`src/rtl/bws_div.sv`:
```
`timescale 1ns / 1ps
// Pipelined restoring divider, one quotient bit per register stage.
// Standalone; the quotient must be known to fit in Q_W bits.
module bws_div #(
    parameter int NUM_W = 64,
    parameter int DEN_W = 34,
    parameter int Q_W   = 20
)(
    input  logic             clk,
    input  logic             en,
    input  logic [NUM_W-1:0] num,
    input  logic [DEN_W-1:0] den,
    output logic [Q_W-1:0]   quo
);

    localparam int CW = (NUM_W > DEN_W + Q_W) ? NUM_W : DEN_W + Q_W;

    logic [CW-1:0]    rem_reg [Q_W];
    logic [DEN_W-1:0] den_reg [Q_W];
    logic [Q_W-1:0]   quo_reg [Q_W];

    for (genvar j = 0; j < Q_W; j++) begin : g_stage
        logic [CW-1:0]    rem_in;
        logic [CW-1:0]    sub;
        logic [DEN_W-1:0] den_in;
        logic [Q_W-1:0]   quo_in;
        logic [Q_W-1:0]   quo_next;
        logic             take;

        if (j == 0) begin : g_first
            assign rem_in = CW'(num);
            assign den_in = den;
            assign quo_in = '0;
        end
        else begin : g_rest
            assign rem_in = rem_reg[j-1];
            assign den_in = den_reg[j-1];
            assign quo_in = quo_reg[j-1];
        end

        // Trial subtraction of the shifted divisor for this quotient bit.
        assign sub  = CW'(den_in) << (Q_W - 1 - j);
        assign take = (rem_in >= sub);

        always_comb
        begin
            quo_next = quo_in;
            quo_next[Q_W-1-j] = take;
        end

        always_ff @(posedge clk)
        begin
            if (en)
            begin
                rem_reg[j] <= take ? rem_in - sub : rem_in;
                den_reg[j] <= den_in;
                quo_reg[j] <= quo_next;
            end
        end
    end

    assign quo = quo_reg[Q_W-1];

endmodule

```
`config.mk`:
```
export PLATFORM = sky130hd
export DESIGN_NAME = bws_div
export DESIGN_NICKNAME = d
export VERILOG_FILES = /design/src/rtl/bws_div.sv
export SDC_FILE = /design/constraint.sdc
export NUM_CORES = 2
export LEC_CHECK = 0
export BUFFER_PORTS_ARGS = -buffer_cell sky130_fd_sc_hd__buf_2
export CAP_MARGIN = 10
export CORE_MARGIN = 5
export CORE_UTILIZATION = 64
export DETAILED_ROUTE_END_ITERATION = 10
export PLACE_DENSITY = 0.81
export SYNTH_ARGS = -nofsm -noshare
export SYNTH_HDL_FRONTEND = slang
export SYNTH_SLANG_ARGS = --single-unit
export TNS_END_PERCENT = 100
```
`constraint.sdc`:
```
create_clock -name clk -period 4.3 [get_ports clk]
set_input_delay 0.86 -clock clk [delete_from_list [all_inputs] [get_ports clk]]
set_output_delay 0.86 -clock clk [all_outputs]
set_load 0.05 [all_outputs]
```
==> summary.md <==
| Metric | Value |
|---|---|
| Die area | 192000 µm² |
| Fraction of the mapped netlist area in simple logic gates | 12.98% |
| Predominant post-synthesis flop cell | edfxtp_1 |
| Antenna Nets Post-Route | 0 |
| Max Freq | 0.2319 GHz |
| # port buffers | 119 |
| Status | finished with violations |
| Slew Viols, Final | 0 |
| Gr ovfl total | 0 |
| Pre-CTS WS | -0.3971 ns |
| First-pass GRT wire length | 482.5 mm |
| CTS sink cnt | 2072 |
| Slew Limit Headroom | 21.16% |
| Share of cells above drive strength 1 | 9.883% |
| Initial antenna violation count | 0 |
| Fillers | 11930 |
| Reg2Reg Depth | 12 |
| Failing checks | setup timing |
| Total wire length | 310.4 mm |
| Yosys warns | 0 |
| Synth cell count leaders | edfxtp_1 (2072), a21oi_1 (1008), inv_1 (877), nand2_1 (807), nor2_1 (801) |
| Tmin final | 4.312 ns |
| Largest net degree at the start of global routing | 140 |
| Die width | 438.2 µm |
| Crit Reg-Reg Startpoint | rem_reg[2][22] |
| Vias post-DR | 88110 |
| Seq cells post-synth | 2072 |
| Clock Path Buffers | 3 |
| Reg2reg setup slack | -0.01 ns |
| Post-Route Skew | 0.07234 ns |
| Fin Hold WS | 0.1548 ns |
| Hold Buf Count CTS | 0 |
| Syn Area/Cell | 10.78 µm² |
| Die Y | 438.2 µm |
| Worst-Skew Late Latency | 0.90 ns |
| I/O pins | 120 |
| Synth Area in Compound Gates | 14.47% |
| Worst-path clk slew | 0.07 ns |
| # H-tree levels | 4 |
| Synth-to-layout area growth | 11.63% |
| Synth area leader | edfxtp_1 |
| Final hold violation count | 0 |
| Leakage | 51.36 nW |
| Root Buffer | clkbuf_16 |
| Crit path capture | rem_reg[3][63] |
| CTS Buf Count | 211 |
| Synth unique cells | 98 |
| Mapped Area | 117300 µm² |
| Min-Delay Path Class | input port to register |
| First-iteration detailed-routing DRC count | 6661 |
| Synth Area in Adders | 7.576% |
| Post-route DRC | 0 |
| Maxcap violations | 0 |
| Routed len/inst | 22.33 µm |
| Pwr per Cell Area | 661.2 nW/µm² |
| Final period utilization | 100.3% |
| Post-synth ARST share | 0% |
| Startpoint class of the critical path | register |
| Sequential fraction of the synthesis area | 53.03% |
| RePlAce Congestion | 1.044 |
| Actual slew at the worst max-slew pin | 1.153 ns |
| Reg-to-Reg End | rem_reg[3][63] |
| Largest cells by area after synthesis | edfxtp_1 (53%), ha_1 (7.3%), a21oi_1 (4.3%) |
| Rows | 157 |
| Starting Density | 64.22% |
| Gr usage total | 31.87% |
| Core ar. | 182700 µm² |
| Vias in the first global route | 91260 |
| Post-synth EDFFs | 2072 |
| Worst-case vdd ir drop | 0.4685 mV |
| Mux share of post-synthesis cell area | 0.9491% |
| Final #Nets | 12140 |
| Worst path required time | 4.90 ns |
| Final worst setup slack | -0.01152 ns |
| Mean number of vias per cell | 6.339 |
| Final setup fails | 2 |
| DP HPWL | 229.4 mm |
| CP startpoint | rem_reg[2][22] |
| Worst Path Arrival | 4.91 ns |
| Synth top area share | 53.03% |
| Ant. Diodes | 0 |
| Largest family of logic cells by synthesized area | compound AO/OA/AOI/OAI gates |
| Crit Path Category | register to register |
| Syn_nets | 11690 |
| Crit path max fanout | 6 |
| DRT Pass-1 Iters | 9 |
| Cell count after synthesis | 10890 |
| Most common cell in the synthesized netlist | edfxtp_1 |
| Synth Area in XOR/XNOR | 6.994% |
| CTS tree | done |
| Max FFs per register | 1216 |
| Worst setup EP type | register |
layout make-up:
cell class / count / area [µm²] / share of cell area, %
multi-input combinational: 7572 / 50670 / 38.69
timing repair buffer: 598 / 4607 / 3.517
clock inverter: 143 / 1744 / 1.332
clock buffer: 249 / 5444 / 4.156
sequential: 2072 / 62220 / 47.50
tap: 2385 / 2984 / 2.278
inverter: 881 / 3307 / 2.525
worst max-delay path, stage by stage, from the launching register on:
cell and delay (ns):
edfxtp_1 0.45, ha_1 0.45, nand3_1 0.17, or3_1 0.39, a21o_1 0.22, a2111oi_1 0.68
buf_4 0.27, o21ai_0 0.16, o21ai_0 0.57, a41o_1 0.28, nand2_1 0.13, nand4_1 0.15
xnor2_1 0.11
logic make-up after synthesis:
logic type | after synthesis
AO/OA/AOI/OAI | 2757
XOR/XNOR | 937
adder cells (fa/ha/maj) | 699
buffers and inverters | 1242
flip-flops | 2072
multiplexers | 98
AND/OR/NAND/NOR | 3081
how the worst min path moves through the flow:
stage	depth (start not counted)	from	to	slack, ns
global route	1	num[4]	rem_reg[0][4]	0.12
CTS	1	num[1]	rem_reg[0][1]	0.08
detailed placement	0	quo_reg[2][59]	quo_reg[2][79]	0.40
finish	1	num[4]	rem_reg[0][4]	0.15
floorplan	0	quo_reg[0][19]	quo_reg[0][39]	0.40
global placement	0	quo_reg[3][53]	quo_reg[3][73]	0.40
per-layer routing:
layer	track usage, %	wire, µm
met1	28.63	96140
met4	25.79	29880
met2	63.17	170900
met5	0	0
met3	3.465	13460
through the flow:
step | util (%) | TNS (ns) | instances | cell area, µm² | total power, W
after global routing | 71.70 | -0.04067 | 13900 | 131000 | 0.09130
after global placement | 67.65 | -13.43 | 13500 | 123600 | 0.06539
after CTS | 71.60 | 0 | 13900 | 130800 | 0.08583
after floorplan | - | 0 | 10890 | 117300 | 0.05572
final | 71.70 | -0.01493 | 13900 | 131000 | 0.08661
after detailed placement | 67.65 | -9.706 | 13500 | 123600 | 0.06661
where the power goes:
group	leakage, nW	total (W)	internal (W)	switching, W
registers	20.1	0.0313	0.0285	0.00282
logic	27.9	0.0364	0.0149	0.0215
clock network	3.44	0.0189	0.0108	0.00811
total	51.4	0.0866	0.0542	0.0324
cell usage in the layout, fill, tap and decap left out, types with 230 or more instances in the layout:
| master | count |
|---|---|
| nor3_1 | 230 |
| xnor2_1 | 487 |
| ha_1 | 678 |
| buf_4 | 447 |
| inv_1 | 877 |
| nor2_1 | 801 |
| a21oi_1 | 1006 |
| a21o_1 | 332 |
| xor2_1 | 450 |
| nand2_1 | 805 |
| edfxtp_1 | 2072 |
| o21ai_0 | 632 |
repair_timing:
item | 4_1_cts | 5_1_grt
endpoints found under the setup margin | 65 | 65
setup buffers | 0 | 4
pin swaps | 0 | 5
gates resized for setup | 6 | 37
No activity file was read; power rests on OpenSTA's default activity.
